$ cat src/rtl/mtlv_pkg.sv
// Package for the metric TLV part decoder: sizes, phase codes, result kinds
// and the result record type. No dependencies.
package mtlv_pkg;
    localparam int MAX_VALUES = 16;
    localparam int TYPE_AW    = (MAX_VALUES > 1) ? $clog2(MAX_VALUES) : 1;

    localparam logic [2:0] PH_HEADER = 3'd0;
    localparam logic [2:0] PH_STRING = 3'd1;
    localparam logic [2:0] PH_TIME   = 3'd2;
    localparam logic [2:0] PH_COUNT  = 3'd3;
    localparam logic [2:0] PH_TYPES  = 3'd4;
    localparam logic [2:0] PH_VALUES = 3'd5;
    localparam logic [2:0] PH_SKIP   = 3'd6;

    localparam logic [2:0] K_STRING = 3'd0;
    localparam logic [2:0] K_TIME   = 3'd1;
    localparam logic [2:0] K_VALUE  = 3'd2;
    localparam logic [2:0] K_COMMIT = 3'd3;
    localparam logic [2:0] K_DONE   = 3'd4;

    localparam logic [1:0] ST_OK    = 2'd0;
    localparam logic [1:0] ST_SHORT = 2'd1;
    localparam logic [1:0] ST_PARSE = 2'd2;

    localparam logic [1:0] VT_GAUGE = 2'd1;

    typedef struct packed {
        logic [2:0]  kind;
        logic [2:0]  string_field;
        logic [63:0] payload;
        logic        string_end;
        logic        time_hires;
        logic [5:0]  value_index;
        logic [1:0]  value_type;
        logic [15:0] value_count;
        logic [1:0]  status;
        logic        last;
    } t_result;
endpackage

$ cat src/rtl/metric_tlv_part_decoder.sv
// Top level of the metric TLV part decoder: byte parser, type store memory
// and a four-entry result queue. Depends on mtlv_pkg.
//
//  channel | valid   | stall   | fields
//  input   | i_valid | o_stall | i_action, i_msg_byte
//  output  | o_valid | i_stall | o_kind .. o_last
//
// One byte is taken every cycle while o_stall is low; each byte is parsed in the cycle it is taken.
// An item gives at most two results, which enter the result queue at once.
// Input stalls while more than two queue entries are occupied.
// The type store is a 16-entry memory with a registered read, addressed ahead by the next index, with write forwarding.
// Synchronous reset clears the parser and the queue; no clearing pass is needed.
module metric_tlv_part_decoder
    import mtlv_pkg::*;
(
    input  logic        i_clk,
    input  logic        i_rst_n,
    input  logic        i_valid,
    output logic        o_stall,
    input  logic        i_action,
    input  logic [7:0]  i_msg_byte,
    output logic        o_valid,
    input  logic        i_stall,
    output logic [2:0]  o_kind,
    output logic [2:0]  o_string_field,
    output logic [63:0] o_payload,
    output logic        o_string_end,
    output logic        o_time_hires,
    output logic [5:0]  o_value_index,
    output logic [1:0]  o_value_type,
    output logic [15:0] o_value_count,
    output logic [1:0]  o_status,
    output logic        o_last
);
    logic [2:0]  r_phase, n_phase;
    logic [1:0]  r_hcnt, n_hcnt;
    logic [15:0] r_pkind, n_pkind;
    logic [15:0] r_left, n_left;
    logic [15:0] r_decl, n_decl;
    logic [15:0] r_cur, n_cur;
    logic [2:0]  r_biw, n_biw;
    logic [63:0] r_word, n_word;
    logic [1:0]  r_err, n_err;

    logic [1:0]  mem [MAX_VALUES];
    logic [1:0]  r_type;
    logic        we;
    logic [TYPE_AW-1:0] waddr, raddr;
    logic [1:0]  wdata;

    t_result     r_fifo [4];
    logic [1:0]  r_head, r_tail;
    logic [2:0]  r_count;
    t_result     res0, res1;
    logic        v0, v1;
    logic        accept, pop;

    logic        kept;
    logic [1:0]  vt;
    logic [15:0] len;
    logic [15:0] cur1;
    logic [7:0]  b;

    assign accept = i_valid && !o_stall;
    assign o_stall = r_count > 3'd2;
    assign pop = (r_count != 3'd0) && !i_stall;
    assign b = i_msg_byte;

    always_comb begin
        n_phase = r_phase; n_hcnt = r_hcnt; n_pkind = r_pkind; n_left = r_left;
        n_decl = r_decl; n_cur = r_cur; n_biw = r_biw; n_word = r_word; n_err = r_err;
        res0 = '0; res1 = '0; v0 = 1'b0; v1 = 1'b0;
        we = 1'b0; waddr = r_cur[TYPE_AW-1:0]; wdata = b[1:0];
        kept = r_cur < 16'(MAX_VALUES);
        vt = kept ? r_type : 2'd0;
        len = {r_left[7:0], b};
        cur1 = r_cur + 16'd1;
        if (accept) begin
            if (i_action) begin
                v0 = 1'b1;
                res0.kind = K_DONE;
                res0.status = (r_err != ST_OK) ? r_err :
                    ((r_phase != PH_HEADER || r_hcnt != 2'd0) ? ST_SHORT : ST_OK);
                n_phase = PH_HEADER; n_hcnt = '0; n_pkind = '0; n_left = '0;
                n_decl = '0; n_cur = '0; n_biw = '0; n_word = '0; n_err = ST_OK;
            end else if (r_err == ST_OK) begin
                unique case (r_phase)
                    PH_HEADER: begin
                        if (r_hcnt < 2'd2) n_pkind = {r_pkind[7:0], b};
                        else n_left = len;
                        if (r_hcnt == 2'd3) begin
                            n_hcnt = '0;
                            if (len < 16'd4) begin
                                n_err = ST_PARSE; n_phase = PH_HEADER;
                            end else begin
                                n_left = len - 16'd4;
                                n_biw = '0; n_word = '0; n_cur = '0; n_decl = '0;
                                priority if (r_pkind == 16'd0 || r_pkind == 16'd2 ||
                                    r_pkind == 16'd3 || r_pkind == 16'd4 ||
                                    r_pkind == 16'd5) begin
                                    if (n_left == 16'd0) n_err = ST_PARSE;
                                    else n_phase = PH_STRING;
                                end else if (r_pkind == 16'd1 || r_pkind == 16'd8) begin
                                    if (n_left != 16'd8) n_err = ST_PARSE;
                                    else n_phase = PH_TIME;
                                end else if (r_pkind == 16'd6) begin
                                    if (n_left < 16'd2) n_err = ST_PARSE;
                                    else n_phase = PH_COUNT;
                                end else begin
                                    n_phase = (n_left != 16'd0) ? PH_SKIP : PH_HEADER;
                                end
                            end
                        end else begin
                            n_hcnt = r_hcnt + 2'd1;
                        end
                    end
                    PH_STRING: begin
                        res0.kind = K_STRING;
                        res0.string_field = (r_pkind == 16'd0) ? 3'd0 : 3'(r_pkind - 16'd1);
                        n_left = r_left - 16'd1;
                        if (n_left == 16'd0) begin
                            if (b == 8'd0) begin
                                v0 = 1'b1; res0.string_end = 1'b1;
                                n_phase = PH_HEADER;
                            end else begin
                                n_err = ST_PARSE; n_phase = PH_HEADER;
                            end
                        end else begin
                            v0 = 1'b1; res0.payload = {56'd0, b};
                        end
                    end
                    PH_TIME: begin
                        n_word = {r_word[55:0], b};
                        if (r_biw == 3'd7) begin
                            v0 = 1'b1; res0.kind = K_TIME; res0.payload = n_word;
                            res0.time_hires = (r_pkind == 16'd8);
                            n_biw = '0; n_word = '0; n_phase = PH_HEADER;
                        end else begin
                            n_biw = r_biw + 3'd1;
                        end
                    end
                    PH_COUNT: begin
                        n_decl = {r_decl[7:0], b};
                        if (r_biw == 3'd0) begin
                            n_biw = 3'd1;
                        end else begin
                            n_biw = '0;
                            n_left = r_left - 16'd2;
                            if ({4'd0, n_left} != {4'd0, n_decl} * 20'd9) begin
                                n_err = ST_PARSE; n_phase = PH_HEADER;
                            end else if (n_decl == 16'd0) begin
                                v0 = 1'b1; res0.kind = K_COMMIT; n_phase = PH_HEADER;
                            end else begin
                                n_cur = '0; n_phase = PH_TYPES;
                            end
                        end
                    end
                    PH_TYPES: begin
                        if (kept && b > 8'd3) begin
                            n_err = ST_PARSE; n_phase = PH_HEADER;
                        end else begin
                            we = kept;
                            n_cur = cur1;
                            if (cur1 == r_decl) begin
                                n_cur = '0; n_biw = '0; n_word = '0; n_phase = PH_VALUES;
                            end
                        end
                    end
                    PH_VALUES: begin
                        if (vt == VT_GAUGE) n_word = r_word | ({56'd0, b} << {r_biw, 3'd0});
                        else n_word = {r_word[55:0], b};
                        if (r_biw != 3'd7) begin
                            n_biw = r_biw + 3'd1;
                        end else begin
                            v0 = kept;
                            res0.kind = K_VALUE; res0.payload = n_word;
                            res0.value_index = r_cur[5:0]; res0.value_type = vt;
                            n_cur = cur1; n_biw = '0; n_word = '0;
                            if (cur1 == r_decl) begin
                                n_phase = PH_HEADER;
                                if (kept) begin
                                    v1 = 1'b1; res1.kind = K_COMMIT;
                                    res1.value_count = r_decl;
                                end else begin
                                    v0 = 1'b1; res0 = '0; res0.kind = K_COMMIT;
                                    res0.value_count = r_decl;
                                end
                            end
                        end
                    end
                    PH_SKIP: begin
                        n_left = r_left - 16'd1;
                        if (n_left == 16'd0) n_phase = PH_HEADER;
                    end
                    default: n_phase = PH_HEADER;
                endcase
            end
        end
        if (v1) res1.last = 1'b1;
        else res0.last = v0;
        raddr = n_cur[TYPE_AW-1:0];
    end

    always_ff @(posedge i_clk) begin
        if (we) mem[waddr] <= wdata;
        if (we && waddr == raddr) r_type <= wdata;
        else r_type <= mem[raddr];
    end

    always_ff @(posedge i_clk) begin
        if (!i_rst_n) begin
            r_phase <= PH_HEADER; r_hcnt <= '0; r_pkind <= '0; r_left <= '0;
            r_decl <= '0; r_cur <= '0; r_biw <= '0; r_word <= '0; r_err <= ST_OK;
            r_head <= '0; r_tail <= '0; r_count <= '0;
        end else begin
            r_phase <= n_phase; r_hcnt <= n_hcnt; r_pkind <= n_pkind; r_left <= n_left;
            r_decl <= n_decl; r_cur <= n_cur; r_biw <= n_biw; r_word <= n_word;
            r_err <= n_err;
            if (pop) r_head <= r_head + 2'd1;
            r_tail <= r_tail + 2'(v0) + 2'(v1);
            r_count <= r_count + 3'(v0) + 3'(v1) - 3'(pop);
        end
    end

    always_ff @(posedge i_clk) begin
        if (v0) r_fifo[r_tail] <= res0;
        if (v1) r_fifo[r_tail + 2'd1] <= res1;
    end

    assign o_valid        = r_count != 3'd0;
    assign o_kind         = r_fifo[r_head].kind;
    assign o_string_field = r_fifo[r_head].string_field;
    assign o_payload      = r_fifo[r_head].payload;
    assign o_string_end   = r_fifo[r_head].string_end;
    assign o_time_hires   = r_fifo[r_head].time_hires;
    assign o_value_index  = r_fifo[r_head].value_index;
    assign o_value_type   = r_fifo[r_head].value_type;
    assign o_value_count  = r_fifo[r_head].value_count;
    assign o_status       = r_fifo[r_head].status;
    assign o_last         = r_fifo[r_head].last;

    a_count_bound: assert property (@(posedge i_clk) disable iff (!i_rst_n)
        r_count <= 3'd4) else $error("result queue overflow");
    a_end_clears: assert property (@(posedge i_clk) disable iff (!i_rst_n)
        accept && i_action |=> r_phase == PH_HEADER && r_err == ST_OK && r_hcnt == 2'd0)
        else $error("end of message did not clear parser");
    a_done_last: assert property (@(posedge i_clk) disable iff (!i_rst_n)
        o_valid && o_kind == K_DONE |-> o_last)
        else $error("done result without last");
endmodule
$ cat config.mk
export PLATFORM = sky130hd
export DESIGN_NAME = metric_tlv_part_decoder
export DESIGN_NICKNAME = d
export VERILOG_FILES = /design/src/rtl/mtlv_pkg.sv /design/src/rtl/metric_tlv_part_decoder.sv
export SDC_FILE = /design/constraint.sdc
export NUM_CORES = 2
export LEC_CHECK = 0
export BUFFER_PORTS_ARGS = -buffer_cell sky130_fd_sc_hd__buf_2
export CAP_MARGIN = 20
export CORE_UTILIZATION = 50
export DETAILED_ROUTE_END_ITERATION = 8
export PLACE_DENSITY = 0.7
export SYNTH_ARGS = -nofsm -noshare
export SYNTH_HDL_FRONTEND = slang
export SYNTH_SLANG_ARGS = --single-unit
$ cat constraint.sdc
create_clock -name i_clk -period 5.65 [get_ports i_clk]
set_clock_uncertainty 0.1 [all_clocks]
set_input_delay 0.8475 -clock i_clk [delete_from_list [all_inputs] [get_ports i_clk]]
set_output_delay 0.8475 -clock i_clk [all_outputs]
set_load 0.05 [all_outputs]
==> flow_summary.yaml <==
cts:
  cts_hold_buf: 0
  cts_resized: 0
  cts_buffer_depth: 3
  clock_latency_ns: 0.64
  tritoncts: "built"
  postCtsSetupRepairBufs: 0
  cts_root_buffer: "clkbuf_16"
  cts_buffers: 60
  cts_max_level: 2
  path_clk_slew_ns: 0.06
  numClockSinks: 578
die:
  die_h_um: 245
  die_area_mm2: 0.0600
  row_count: 88
  start_util_pct: 50.8
  ios: 114
  design.core.area_mm2: 0.0580
  die_w_um: 245
status:
  status: "finished clean"
synth:
  syn_nets: 3309
  synth_top_area_share_pct: 31.9
  synth-seq-cells: 578
  netlist_area_mm2: 0.0295
  synth_cell_types: 90
  synth_most_common_cell: "nor2_1"
  synth_edf_count: 108
  synth_top_cells_by_count: "nor2_1, dfxtp_1, a21oi_1, a211oi_1, nand2_1"
  netlist.top_cell.by_area: "dfxtp_1"
  yosysWarnings: 0
  yosys_most_used_dff: "dfxtp_1"
  synthTopCellsByArea: "dfxtp_1, edfxtp_1, mux4_2"
  syn_area_per_cell_um2: 9.10
  seq_area_frac_synth_pct: 42.9
  syn_inst: 3241
  ys_async_sr_fraction_pct: 0
hold_path:
  hold_path_class: "flop to flop"
  min-delay-start: "r_pkind[14]"
  worstHoldPathCells: 2
  worst_hold_path.endpoint: "r_pkind[14]"
layout:
  drive_gt1_share_pct: 14.8
  fin_nets: 3274
  synthToLayoutAreaGrowth_pct: 10.9
  diodes: 0
  n_fill_cell: 4991
worst_setup_path:
  cp.arrival_ns: 5.31
  path_class: "flop to flop"
  r2r-end: "r_count[2]"
  cp.required_ns: 6.03
  cp_max_fo: 10
  worst_r2r_path_depth: 17
  r2r_slack_ns: 0.73
  r2r_start: "r_left[2]"
  cp-end-kind: "flop"
  start_kind: "flop"
timing:
  rsz0062_at_grt: "false"
  max_freq_mhz: 203
  slew_headroom_pct: 25.9
  final-setup-viol-count: 0
  slew_viol_final: 0
  layout_setup_ws_ns: 0.726
  tightestPinTransition_ns: 1.11
  fin_tns_setup_ns: 0
  finalCriticalPeriod_ns: 4.92
  hold_violations: 0
  period_share_pct: 87.2
place:
  numPortBuffers: 113
  place_congestion: 0.945
  dp_hpwl_um: 56100
  dp_slack_ns: 0.290
job:
  max_cap_viol_count: 0
detailed_routing:
  drc: 0
  wire_per_inst_um: 21.8
  drt_iter0_drc: 2961
  first_pass_iters: 6
  vias: 25700
  post_drt_via_cell_ratio: 6.39
  wirelength_um: 87500
  detail-route-antenna-nets: 0
grt:
  track_usage_pct: 28.7
  grt_start_max_net_pins: 127
  overflow: 0
  grt_pass1_vias: 24400
  grt_first_pass_wirelength_um: 138000
  grt_antenna_before_repair: 0
pwr:
  clockPowerShare_pct: 28.6
  power.density_mw_per_mm2: 458
  p_leak_nw: 11.3
  switching_power_w: 0.00569
  combPwrFrac_pct: 35.5
  irDropWorstVdd_uv: 390
  pwr-share-seq_pct: 35.9
  p_sw_share_pct: 38.0
  power.internal_w: 0.00929
[through the flow]
stage | instances | cell area [um2] | utilization (%) | hold WS [ns] | power (W)
after floorplan | 3241 | 29500 | - | 0.327 | 0.00952
after global placement | 3906 | 30500 | 52.6 | 0.339 | 0.0106
after detailed placement | 3906 | 30500 | 52.6 | 0.344 | 0.0107
after CTS | 4019 | 32700 | 56.3 | 0.360 | 0.0150
after global routing | 4022 | 32700 | 56.3 | 0.381 | 0.0156
final | 4022 | 32700 | 56.3 | 0.357 | 0.0150
[cells in the final DEF, fill, tap and decap left out, types with 9 or more instances in the layout]
cell	Yosys	final
clkbuf_8	0	11
a211oi_1	261	261
mux4_2	108	108
bufinv_16	0	10
o221ai_1	9	9
buf_4	26	71
a22o_1	26	26
clkbuf_16	0	61
xnor2_1	36	36
o21ai_0	123	122
nor4_1	21	21
buf_12	0	14
a21oi_1	277	276
nor3_1	69	69
a211oi_2	30	30
a22oi_1	59	59
xor2_1	22	22
nand2_1	205	205
inv_1	44	43
a21o_1	14	14
nand4_1	19	19
buf_2	71	113
or4_1	15	15
clkinv_2	0	9
dfxtp_1	470	468
and2_1	13	13
o21a_1	12	12
nand3_1	99	99
nand2b_1	15	15
edfxtp_1	108	108
ha_1	51	51
a31oi_1	16	16
and3_1	22	21
nor2b_1	40	39
nor2_1	596	590
[worst max-delay path: stages (launching register included)]
cell and delay [ns]:
dfxtp_1 0.43, inv_1 0.19, ha_1 0.46, nor3b_1 0.36, buf_4 0.25, and3_1 0.18, xnor2_1 0.13, nand4_1 0.50
o21a_1 0.39, a211oi_1 0.21, and2_1 0.23, a21o_1 0.18, ha_1 0.13, inv_1 0.05, fa_1 0.39, fa_1 0.39
xor2_1 0.15, nor2_1 0.05
[kinds of logic (layout without fill, tap and decap cells)]
logic type	Yosys count	count (layout)	share of synthesized area [%]
AO/OA/AOI/OAI	931	931	21.3
XOR/XNOR	59	59	1.80
adder cells (fa/ha/maj)	55	55	2.44
buffers and inverters	339	355	5.26
flip-flops	578	578	42.9
multiplexers	116	116	8.52
AND/OR/NAND/NOR	1163	1163	17.8
[sequential cells by signal, indices dropped and copies added, names as in the netlist, 3 cells and up, named ones only]
register and count:
r_word 64, r_decl 16, r_cur 16, mem 32, r_biw 3, r_left 16
r_fifo 396, r_phase 3, r_pkind 16, r_count 3
[power by group through the flow]
stage	clock network [W]	logic (W)	registers, W
after detailed placement	0	0.00528	0.00546
after global routing	0.00450	0.00568	0.00547
after global placement	0	0.00519	0.00540
after CTS	0.00433	0.00530	0.00537
after floorplan	0	0.00427	0.00525
final	0.00428	0.00531	0.00538
[worst max path at each step]
| stage | startpoint | endpoint | slack, ns | cells after the start |
|---|---|---|---|---|
| after floorplan | i_msg_byte[1] | r_count[2] | 0.83 | 18 |
| after global placement | i_msg_byte[4] | r_count[2] | 0.42 | 19 |
| after detailed placement | i_msg_byte[4] | r_count[2] | 0.29 | 19 |
| after CTS | r_left[2] | r_count[2] | 0.82 | 16 |
| after global routing | r_left[2] | r_count[2] | 0.43 | 16 |
| final | r_left[2] | r_count[2] | 0.73 | 17 |
[cell type report]
type | count | area, um2 | share of cell area, %
multi-input cells | 2324 | 15400 | 47.0
flip-flops and latches | 578 | 12700 | 38.7
clock buffers | 80 | 1710 | 5.22
repair buffers | 198 | 1380 | 4.22
well taps | 765 | 957 | 2.93
clock inverters | 33 | 443 | 1.35
inverters | 44 | 166 | 0.509
[metal layers]
layer	wire length, um	GRT usage [%]	vias up
met3	6770	4.02	166
met5	0	0	-
li1	-	-	11800
met2	41000	46.1	1149
met4	2290	8.66	0
met1	37500	40.1	12600
Power figures use the tool's default switching activity.
